$ cat src/rtl/xss_pkg.sv
// Shared types, constants and helpers for the xoshiro256** generator.
`default_nettype none

package xss_pkg;

    localparam int unsigned WORD_W    = 64;
    localparam int unsigned RANGE_W   = 32;
    localparam int unsigned SPAN_W    = RANGE_W + 1;
    localparam int unsigned DIV_STEPS = WORD_W;
    localparam int unsigned CNT_W     = $clog2(DIV_STEPS);
    localparam int unsigned NUM_WORDS = 4;
    localparam int unsigned WIDX_W    = $clog2(NUM_WORDS);
    localparam int unsigned DATA_W    = 64;
    localparam int unsigned ADDR_W    = 4;

    localparam logic [WORD_W-1:0] GOLDEN_GAMMA = 64'h9E37_79B9_7F4A_7C15;
    localparam logic [WORD_W-1:0] MIX_MUL_A    = 64'hBF58_476D_1CE4_E5B9;
    localparam logic [WORD_W-1:0] MIX_MUL_B    = 64'h94D0_49BB_1331_11EB;
    localparam logic [WORD_W-1:0] DEFAULT_SEED = 64'hDEAD_BEEF_CAFE_F00D;

    localparam int unsigned ROT_STATE = 45;
    localparam int unsigned SHIFT_T   = 17;
    localparam int unsigned ROT_OUT   = 7;

    // Request codes.
    localparam logic [1:0] REQ_RESEED = 2'd0;
    localparam logic [1:0] REQ_RAW    = 2'd1;
    localparam logic [1:0] REQ_RANGE  = 2'd2;

    // Register index, taken from paddr above the byte offset.
    localparam logic REG_SEED = 1'b0;

    // Partial-product phases of the 64x64 low-half multiply.
    localparam logic [1:0] MUL_P0 = 2'd0;
    localparam logic [1:0] MUL_P1 = 2'd1;
    localparam logic [1:0] MUL_P2 = 2'd2;

    localparam logic [CNT_W-1:0]  CNT_DIV_LAST = CNT_W'(DIV_STEPS - 1);
    localparam logic [WIDX_W-1:0] WORD_LAST    = WIDX_W'(NUM_WORDS - 1);

    typedef struct packed {
        logic [1:0]                req_type;
        logic signed [RANGE_W-1:0] range_low;
        logic signed [RANGE_W-1:0] range_high;
    } xss_in_t;

    typedef struct packed {
        logic [WORD_W-1:0]         raw_draw;
        logic signed [RANGE_W-1:0] ranged_draw;
    } xss_out_t;

    typedef enum logic [3:0] {
        ST_IDLE,
        ST_SM_ADD,
        ST_SM_MIX30,
        ST_SM_MULA,
        ST_SM_MIX27,
        ST_SM_MULB,
        ST_SM_FIN,
        ST_DRAW_ROT,
        ST_DRAW_STEP,
        ST_DIV,
        ST_FIN_RAW,
        ST_FIN_RANGE,
        ST_FIN_EMPTY
    } xss_state_t;

    typedef struct packed {
        logic              ld_req;
        logic              sm_init;
        logic              sm_add;
        logic              sm_mix30;
        logic              sm_mix27;
        logic              mul_en;
        logic              mul_b;
        logic [1:0]        mul_phase;
        logic              sm_store;
        logic [WIDX_W-1:0] word;
        logic              draw_rot;
        logic              draw_step;
        logic              div_step;
        logic              out_raw;
        logic              out_range;
        logic              out_empty;
    } xss_cmd_t;

    typedef struct packed {
        logic range_empty;
    } xss_sts_t;

    function automatic logic [WORD_W-1:0] rotl64(input logic [WORD_W-1:0] v,
                                                input int unsigned n);
        rotl64 = (v << n) | (v >> (WORD_W - n));
    endfunction

endpackage

`default_nettype wire

$ cat src/rtl/xoshiro256ss_generator_unit.sv
// Top level of the xoshiro256** generator with splitmix64 seeding and APB seed register.
`default_nettype none

// A raw request passes the rotate, step and finish states before the done strobe;
// a range request also runs the bit-serial remainder loop, and a range request whose
// high bound is not above its low bound goes straight to its finish state. A reseed
// keeps busy high through four splitmix steps, each with two multiplies as three 32x32
// partial products. One request is in flight at a time.
// Reset clears the seed register, the controller, the strobe and the generator words.
module xoshiro256ss_generator_unit (
    input  wire logic                        clk,
    input  wire logic                        rst_n,
    input  wire logic                        psel,
    input  wire logic                        penable,
    input  wire logic                        pwrite,
    input  wire logic [xss_pkg::ADDR_W-1:0]  paddr,
    input  wire logic [xss_pkg::DATA_W-1:0]  pwdata,
    output logic [xss_pkg::DATA_W-1:0]       prdata,
    output logic                             pready,
    input  wire logic                        start,
    output logic                             busy,
    input  wire xss_pkg::xss_in_t            request,
    output logic                             done,
    output xss_pkg::xss_out_t                result
);
    import xss_pkg::*;

    logic [WORD_W-1:0] seed_reg, seed_next;
    logic              reg_idx;
    logic              cfg_wr;
    xss_cmd_t          cmd;
    xss_sts_t          sts;

    // The single 64-bit register sits at byte address 0; the upper address
    // bit selects the register slot, and writes to any other slot are dropped.
    assign pready  = 1'b1;
    assign reg_idx = paddr[ADDR_W-1];
    assign cfg_wr  = psel && penable && pwrite && pready;

    always_comb
    begin
        seed_next = seed_reg;
        if (cfg_wr && reg_idx == REG_SEED)
        begin
            seed_next = pwdata;
        end
    end

    assign prdata = (reg_idx == REG_SEED) ? seed_reg : '0;

    always_ff @(posedge clk or negedge rst_n)
    begin
        if (!rst_n)
        begin
            seed_reg <= '0;
        end
        else
        begin
            seed_reg <= seed_next;
        end
    end

    // The controller sequences every request; the datapath holds the state
    // words and does the arithmetic under its commands.
    xss_ctrl u_ctrl (
        .clk      (clk),
        .rst_n    (rst_n),
        .start    (start),
        .req_type (request.req_type),
        .sts      (sts),
        .cmd      (cmd),
        .busy     (busy),
        .done     (done)
    );

    xss_dp u_dp (
        .clk     (clk),
        .rst_n   (rst_n),
        .cmd     (cmd),
        .request (request),
        .seed    (seed_reg),
        .sts     (sts),
        .result  (result)
    );

endmodule

`default_nettype wire

$ cat src/rtl/xss_ctrl.sv
// Sequencing state machine for reseed, draw and range division.
`default_nettype none

module xss_ctrl (
    input  wire logic             clk,
    input  wire logic             rst_n,
    input  wire logic             start,
    input  wire logic [1:0]       req_type,
    input  wire xss_pkg::xss_sts_t sts,
    output xss_pkg::xss_cmd_t     cmd,
    output logic                  busy,
    output logic                  done
);
    import xss_pkg::*;

    xss_state_t        state_reg, state_next;
    logic [CNT_W-1:0]  cnt_reg, cnt_next;
    logic [WIDX_W-1:0] word_reg, word_next;
    logic              range_reg, range_next;
    logic              done_reg, done_next;

    // Next state and counters.
    always_comb
    begin
        state_next = state_reg;
        cnt_next   = cnt_reg;
        word_next  = word_reg;
        range_next = range_reg;
        case (state_reg)
            ST_IDLE:
            begin
                cnt_next = '0;
                if (start)
                begin
                    case (req_type)
                        REQ_RESEED:
                        begin
                            state_next = ST_SM_ADD;
                            word_next  = '0;
                        end
                        REQ_RAW:
                        begin
                            state_next = ST_DRAW_ROT;
                            range_next = 1'b0;
                        end
                        REQ_RANGE:
                        begin
                            range_next = 1'b1;
                            state_next = sts.range_empty ? ST_FIN_EMPTY : ST_DRAW_ROT;
                        end
                        default: state_next = ST_IDLE;
                    endcase
                end
            end
            ST_SM_ADD:   state_next = ST_SM_MIX30;
            ST_SM_MIX30: state_next = ST_SM_MULA;
            ST_SM_MULA:
            begin
                if (cnt_reg[1:0] == MUL_P2)
                begin
                    cnt_next   = '0;
                    state_next = ST_SM_MIX27;
                end
                else
                begin
                    cnt_next = cnt_reg + 1'b1;
                end
            end
            ST_SM_MIX27: state_next = ST_SM_MULB;
            ST_SM_MULB:
            begin
                if (cnt_reg[1:0] == MUL_P2)
                begin
                    cnt_next   = '0;
                    state_next = ST_SM_FIN;
                end
                else
                begin
                    cnt_next = cnt_reg + 1'b1;
                end
            end
            ST_SM_FIN:
            begin
                word_next  = word_reg + 1'b1;
                state_next = (word_reg == WORD_LAST) ? ST_IDLE : ST_SM_ADD;
            end
            ST_DRAW_ROT:  state_next = ST_DRAW_STEP;
            ST_DRAW_STEP:
            begin
                cnt_next   = '0;
                state_next = range_reg ? ST_DIV : ST_FIN_RAW;
            end
            ST_DIV:
            begin
                cnt_next = cnt_reg + 1'b1;
                if (cnt_reg == CNT_DIV_LAST)
                begin
                    state_next = ST_FIN_RANGE;
                end
            end
            ST_FIN_RAW:   state_next = ST_IDLE;
            ST_FIN_RANGE: state_next = ST_IDLE;
            ST_FIN_EMPTY: state_next = ST_IDLE;
            default:      state_next = ST_IDLE;
        endcase
    end

    // Commands to the datapath.
    always_comb
    begin
        cmd           = '0;
        cmd.word      = word_reg;
        cmd.mul_phase = cnt_reg[1:0];
        busy          = (state_reg != ST_IDLE);
        case (state_reg)
            ST_IDLE:
            begin
                cmd.ld_req  = start;
                cmd.sm_init = start && (req_type == REQ_RESEED);
            end
            ST_SM_ADD:    cmd.sm_add   = 1'b1;
            ST_SM_MIX30:  cmd.sm_mix30 = 1'b1;
            ST_SM_MULA:   cmd.mul_en   = 1'b1;
            ST_SM_MIX27:  cmd.sm_mix27 = 1'b1;
            ST_SM_MULB:
            begin
                cmd.mul_en = 1'b1;
                cmd.mul_b  = 1'b1;
            end
            ST_SM_FIN:    cmd.sm_store  = 1'b1;
            ST_DRAW_ROT:  cmd.draw_rot  = 1'b1;
            ST_DRAW_STEP: cmd.draw_step = 1'b1;
            ST_DIV:       cmd.div_step  = 1'b1;
            ST_FIN_RAW:   cmd.out_raw   = 1'b1;
            ST_FIN_RANGE: cmd.out_range = 1'b1;
            ST_FIN_EMPTY: cmd.out_empty = 1'b1;
            default:      cmd = '0;
        endcase
    end

    assign done_next = cmd.out_raw | cmd.out_range | cmd.out_empty;
    assign done      = done_reg;

    always_ff @(posedge clk or negedge rst_n)
    begin
        if (!rst_n)
        begin
            state_reg <= ST_IDLE;
            cnt_reg   <= '0;
            word_reg  <= '0;
            range_reg <= 1'b0;
            done_reg  <= 1'b0;
        end
        else
        begin
            state_reg <= state_next;
            cnt_reg   <= cnt_next;
            word_reg  <= word_next;
            range_reg <= range_next;
            done_reg  <= done_next;
        end
    end

    // A result strobe is never held: it always drops again right after it rises.
    a_done_single: assert property (@(posedge clk) disable iff (!rst_n)
        done_reg |=> !done_reg)
        else $error("result strobe held for two cycles");

    // Reseed ends after the fourth state word is stored.
    a_reseed_end: assert property (@(posedge clk) disable iff (!rst_n)
        (state_reg == ST_SM_FIN && word_reg == WORD_LAST) |=> state_reg == ST_IDLE)
        else $error("reseed did not finish after the last word");

    // The division ends on its last dividend bit.
    a_div_end: assert property (@(posedge clk) disable iff (!rst_n)
        (state_reg == ST_DIV && cnt_reg == CNT_DIV_LAST) |=> state_reg == ST_FIN_RANGE)
        else $error("division did not finish on its last bit");

    // An empty range goes straight to its finish state and answers without touching the generator.
    a_empty_fast: assert property (@(posedge clk) disable iff (!rst_n)
        (start && !busy && req_type == REQ_RANGE && sts.range_empty)
            |=> ##1 done_reg)
        else $error("empty range request was not answered directly");

endmodule

`default_nettype wire

$ cat src/rtl/xss_dp.sv
// Datapath: generator state, splitmix expansion, draw and range remainder.
`default_nettype none

module xss_dp (
    input  wire logic                      clk,
    input  wire logic                      rst_n,
    input  wire xss_pkg::xss_cmd_t         cmd,
    input  wire xss_pkg::xss_in_t          request,
    input  wire logic [xss_pkg::WORD_W-1:0] seed,
    output xss_pkg::xss_sts_t              sts,
    output xss_pkg::xss_out_t              result
);
    import xss_pkg::*;

    logic [WORD_W-1:0]  w_reg [NUM_WORDS];
    logic [WORD_W-1:0]  acc_reg;
    logic [WORD_W-1:0]  z_reg;
    logic [WORD_W-1:0]  prod_reg;
    logic [WORD_W-1:0]  raw_reg;
    logic [WORD_W-1:0]  dvd_reg;
    logic [RANGE_W-1:0] rem_reg;
    logic [SPAN_W-1:0]  span_reg;
    logic [RANGE_W-1:0] lo_reg;
    xss_out_t           out_reg;

    logic [WORD_W-1:0]  mul_k;
    logic [31:0]        mul_a;
    logic [31:0]        mul_b;
    logic [WORD_W-1:0]  mul_p;
    logic [WORD_W-1:0]  mul_acc;
    logic [WORD_W-1:0]  acc_next;
    logic [WORD_W-1:0]  raw_next;
    logic [WORD_W-1:0]  t_word;
    logic [WORD_W-1:0]  w2_x;
    logic [WORD_W-1:0]  w3_x;
    logic [SPAN_W-1:0]  rem_t;
    logic [SPAN_W-1:0]  span_next;

    assign sts.range_empty = ($signed(request.range_high) <= $signed(request.range_low));

    // Span of the bounds, never overflowing at 33 bits when high > low.
    assign span_next = SPAN_W'({request.range_high[RANGE_W-1], request.range_high})
                     - SPAN_W'({request.range_low[RANGE_W-1], request.range_low})
                     + SPAN_W'(1);

    assign acc_next = acc_reg + GOLDEN_GAMMA;

    // Shared 32x32 multiplier walks the three partial products that reach
    // the low 64 bits of the product.
    assign mul_k = cmd.mul_b ? MIX_MUL_B : MIX_MUL_A;

    always_comb
    begin
        case (cmd.mul_phase)
            MUL_P0:
            begin
                mul_a = z_reg[31:0];
                mul_b = mul_k[31:0];
            end
            MUL_P1:
            begin
                mul_a = z_reg[31:0];
                mul_b = mul_k[63:32];
            end
            default:
            begin
                mul_a = z_reg[63:32];
                mul_b = mul_k[31:0];
            end
        endcase
    end

    assign mul_p   = WORD_W'(mul_a) * WORD_W'(mul_b);
    assign mul_acc = prod_reg + {mul_p[31:0], 32'b0};

    assign raw_next = z_reg + (z_reg << 3);
    assign t_word   = w_reg[1] << SHIFT_T;
    assign w2_x     = w_reg[2] ^ w_reg[0];
    assign w3_x     = w_reg[3] ^ w_reg[1];

    assign rem_t = {rem_reg, dvd_reg[WORD_W-1]};

    // The generator words start at zero and give zero draws until a reseed.
    always_ff @(posedge clk or negedge rst_n)
    begin
        if (!rst_n)
        begin
            for (int i = 0; i < NUM_WORDS; i++)
            begin
                w_reg[i] <= '0;
            end
        end
        else if (cmd.sm_store)
        begin
            w_reg[cmd.word] <= z_reg ^ (z_reg >> 31);
        end
        else if (cmd.draw_step)
        begin
            w_reg[0] <= w_reg[0] ^ w3_x;
            w_reg[1] <= w_reg[1] ^ w2_x;
            w_reg[2] <= w2_x ^ t_word;
            w_reg[3] <= rotl64(w3_x, ROT_STATE);
        end
    end

    always_ff @(posedge clk)
    begin
        if (cmd.ld_req)
        begin
            lo_reg   <= request.range_low;
            span_reg <= span_next;
        end

        if (cmd.sm_init)
        begin
            acc_reg <= (seed == '0) ? DEFAULT_SEED : seed;
        end
        if (cmd.sm_add)
        begin
            acc_reg <= acc_next;
            z_reg   <= acc_next;
        end
        if (cmd.sm_mix30)
        begin
            z_reg <= z_reg ^ (z_reg >> 30);
        end
        if (cmd.sm_mix27)
        begin
            z_reg <= z_reg ^ (z_reg >> 27);
        end
        if (cmd.mul_en)
        begin
            case (cmd.mul_phase)
                MUL_P0:  prod_reg <= mul_p;
                MUL_P1:  prod_reg <= mul_acc;
                MUL_P2:  z_reg    <= mul_acc;
                default: prod_reg <= prod_reg;
            endcase
        end

        if (cmd.draw_rot)
        begin
            z_reg <= rotl64(w_reg[1] + (w_reg[1] << 2), ROT_OUT);
        end
        if (cmd.draw_step)
        begin
            raw_reg  <= raw_next;
            dvd_reg  <= raw_next;
            rem_reg  <= '0;
        end

        // Restoring remainder, one dividend bit per cycle.
        if (cmd.div_step)
        begin
            rem_reg <= (rem_t >= span_reg) ? RANGE_W'(rem_t - span_reg)
                                           : RANGE_W'(rem_t);
            dvd_reg <= dvd_reg << 1;
        end

        if (cmd.out_raw)
        begin
            out_reg.raw_draw    <= raw_reg;
            out_reg.ranged_draw <= '0;
        end
        if (cmd.out_range)
        begin
            out_reg.raw_draw    <= raw_reg;
            out_reg.ranged_draw <= lo_reg + rem_reg;
        end
        if (cmd.out_empty)
        begin
            out_reg.raw_draw    <= '0;
            out_reg.ranged_draw <= lo_reg;
        end
    end

    assign result = out_reg;

endmodule

`default_nettype wire

$ cat config.mk
export PLATFORM = sky130hd
export DESIGN_NAME = xoshiro256ss_generator_unit
export DESIGN_NICKNAME = d
export VERILOG_FILES = /design/src/rtl/xss_pkg.sv /design/src/rtl/xoshiro256ss_generator_unit.sv /design/src/rtl/xss_ctrl.sv /design/src/rtl/xss_dp.sv
export SDC_FILE = /design/constraint.sdc
export NUM_CORES = 2
export LEC_CHECK = 0
export BUFFER_PORTS_ARGS = -buffer_cell sky130_fd_sc_hd__buf_2
export CORE_ASPECT_RATIO = 1.25
export CORE_MARGIN = 3
export CORE_UTILIZATION = 37
export DETAILED_ROUTE_END_ITERATION = 10
export PLACE_DENSITY = 0.64
export SLEW_MARGIN = 20
export SYNTH_ARGS = -nofsm -noshare
export SYNTH_HDL_FRONTEND = slang
export SYNTH_SLANG_ARGS = --single-unit
$ cat constraint.sdc
create_clock -name clk -period 12.8 [get_ports clk]
set_input_delay 1.28 -clock clk [delete_from_list [all_inputs] [get_ports clk]]
set_output_delay 1.28 -clock clk [all_outputs]
set_load 0.02 [all_outputs]
==> summary.txt <==
Worst hold path
  – Hold Path Class: reg -> reg
  – Hold path startpoint: u_dp.result[35]$_SDFFE_PP0P_

Clocking
  – Clk Latency, worst-skew pair: 0.77 ns
  – Clock root cell: clkbuf_16
  – Post-CTS Setup Bufs: 0
  – Clk sinks: 847
  – TritonCTS clock tree: built
  – Htree depth: 3
  – CTS Buf Count: 97
  – Gates resized, CTS repair: 0
  – Clk slew on worst S/H paths: 0.06 ns
  – Clock Path Buffers: 3
  – Hold_buf cts: 0

STA
  – Slew headroom: 23.0%
  – Slew Limit Fails: 0
  – Final hold vios: 0
  – Final min period: 12.14 ns
  – Layout Skew: 0.0625 ns
  – Setup violations, final: 0
  – Worst-margin pin slew: 1.14 ns
  – Setup TNS: 0 ns
  – Fmax: 82.3 MHz
  – Fin crit share: 94.9%
  – RSZ-0062 raised after global routing: no

Worst setup path
  – Kind of critical path: reg -> reg
  – Worst Setup End Kind: flop
  – CP Data Required Time: 13.31 ns
  – Slowest cell on the critical path: dfrtp_1
  – Setup crit start: u_ctrl.state_reg[3]$_DFFE_PN0P_
  – Startpoint Class: flop
  – CP max FO: 24
  – Arrival @ worst endpoint: 12.66 ns
  – R2R setup slack: 0.66 ns
  – Cell depth of the worst flop-to-flop path: 37
  – FF-to-FF End: u_dp.prod_reg[62]$_DFFE_PP_
  – CP peak stage delay: 0.73 ns
  – Worst r2r src: u_ctrl.state_reg[3]$_DFFE_PN0P_
  – Critical path capture point: u_dp.prod_reg[62]$_DFFE_PP_

Finish
  – Share of cells above drive strength 1: 8.88%
  – Most common cell after layout, fill and taps aside: inv_1
  – Layout Cells excl Fill: 12.1k
  – Fill cell count: 22.1k
  – Final Util: 41.1%
  – Area Overhead vs Synth: 10.2%
  – Final nets: 10.7k
  – Largest register FFs: 209
  – Most frequent cells in the layout: 1090 x inv_1, 853 x nor2_1, 844 x fa_1, 664 x a21oi_1, 654 x nand2_1

Synth
  – Area leader, netlist: fa_1
  – Syn. warnings: 0
  – Mapped cell area: 0.0835 mm2
  – Post-synth top area share: 20.2%
  – Gate Count Post-Synth: 8911
  – Register area share after synthesis: 26.9%
  – Post-synth ARST share: 39.4%
  – Top post-synthesis cells by area: fa_1 20%, edfxtp_1 14%, dfrtp_1 10%
  – Post-synth EDFFs: 384
  – Synth Area per Inst: 9.37 um2
  – Ys flop type: edfxtp_1
  – Distinct cell type count after synthesis: 101
  – Syn Nets: 10.5k
  – Seq cells post-synth: 847

Floorplanning
  – Core area: 0.224 mm2
  – Site Rows: 194
  – Io pins: 303
  – Die area: 0.231 mm2
  – Die width: 431 um
  – Starting Density: 37.3%
  – Die Y: 537 um

Job
  – Reported max-cap violation count: 0

Place
  – Placed insts: 11.9k
  – Port bufs: 298
  – RD Place Congestion: 0.977
  – Dpl hpwl: 245000 um

Power
  – PnR Total Power: 6.38 mW
  – Peak VDD IR: 0.0999 mV
  – P per Cell Area: 69.4 mW/mm2
  – Pleak: 44.3 nW

Detailed routing
  – Drt wl/cell: 25.7 um
  – Routed Antenna Nets: 0
  – Routed WL: 311000 um
  – Post-DR vias/cell: 5.64
  – First-pass DRT Iterations: 8
  – Initial DRC Count: 6237
  – Via count: 68.2k
  – DRC: 0

Global route
  – Aggregate global-route resource usage: 26.3%
  – GRT overflow: 0
  – Largest net degree at the start of global routing: 113
  – Global-route wire length before repair: 455000 um
  – Vias in the first global route: 69.1k
  – Initial antenna violation count: 11

Outcome
  – Status: completed
==> synth_stat cells, types with 15 or more instances <==
master	n
inv_1	1092
nor2_1	858
fa_1	844
a21oi_1	664
nand2_1	661
ha_1	628
xnor2_1	447
o21ai_0	430
edfxtp_1	384
clkbuf_1	357
dfrtp_1	334
xor2_1	263
a21o_1	171
dfxtp_1	129
nor2b_1	112
nand3_1	106
o21a_1	93
and2_1	92
nand2b_1	89
nor3_1	84
mux2_2	81
nand4_1	74
a22o_1	69
o21bai_1	69
a211oi_1	65
o211ai_1	54
a31oi_1	49
o22a_1	40
and3_1	38
nor4_1	37
mux2i_1	36
a221o_1	35
o22ai_1	29
or3_1	26
buf_1	25
o211a_1	23
o21ai_1	22
or2_2	20
o2111ai_1	18
buf_2	17
o31ai_1	17
a221oi_1	15
nor3b_1	15
==> metal layers <==
metal  part of all wire (%)  wire, um  track usage (%)
met4                    7.2     22400             16.1
met5                  0.018        57                0
met1                     39    121000             32.6
met2                     47    145000             43.5
met3                    7.1     22100             3.85
==> worst max-delay path: cells and delay by family (launching register included) <==
kind | cells | cell delay, ns
flops | 1 | 0.73
mux | 1 | 0.50
xor+xnor | 2 | 0.71
buf+inv | 4 | 1.07
compound gates | 15 | 3.58
simple gates | 5 | 1.09
fa+ha+maj | 10 | 4.20
==> how the worst min path moves through the flow <==
| stage | end | slack [ns] | cells after the start |
|---|---|---|---|
| final | u_dp.result[35]$_SDFFE_PP0P_ | 0.45 | 2 |
| after global routing | u_dp.result[32]$_SDFFE_PP0P_ | 0.47 | 2 |
| after CTS | seed_reg[55]$_DFFE_PN0P_ | 0.44 | 1 |
| after detailed placement | u_dp.result[35]$_SDFFE_PP0P_ | 0.44 | 2 |
| after global placement | u_dp.result[32]$_SDFFE_PP0P_ | 0.44 | 2 |
| after floorplan | u_dp.raw_reg[2]$_DFFE_PP_ | 0.43 | 0 |
==> cell type report <==
type,instances,area (um2),area share [%]
multi-input cells,6561,55500,60.3
clock inverters,45,662,0.719
diodes,4,10.0,0.0109
repair buffers,460,2740,2.98
clock buffers,139,2810,3.05
flip-flops and latches,847,22500,24.4
well taps,2940,3680,4.00
inverters,1102,4150,4.51
==> logic make-up after synthesis <==
| group | Yosys count | share of synthesized area (%) |
|---|---|---|
| multiplexers | 117 | 1.52 |
| adder cells (fa/ha/maj) | 1473 | 29.7 |
| XOR/XNOR | 710 | 7.45 |
| AND/OR/NAND/NOR | 2246 | 12.1 |
| other | 1 | 0.00449 |
| flip-flops | 847 | 26.9 |
| AO/OA/AOI/OAI | 2014 | 15.5 |
| buffers and inverters | 1503 | 6.80 |
==> stage by stage <==
step | setup WS (ns) | hold slack (ns) | area, um2
after floorplan | 2.36 | 0.435 | 83500
after global placement | 0.833 | 0.441 | 88500
after detailed placement | 0.820 | 0.444 | 88500
after CTS | 0.843 | 0.444 | 92000
after global routing | 0.210 | 0.471 | 92000
final | 0.656 | 0.452 | 92000
==> where the power goes <==
group	internal, mW	total, mW	switching [mW]
sequential	2.89	2.97	0.0763
combinational	0.170	0.382	0.213
clock	1.77	3.04	1.27
total	4.83	6.38	1.56
No activity file was read; power rests on OpenSTA's default activity.
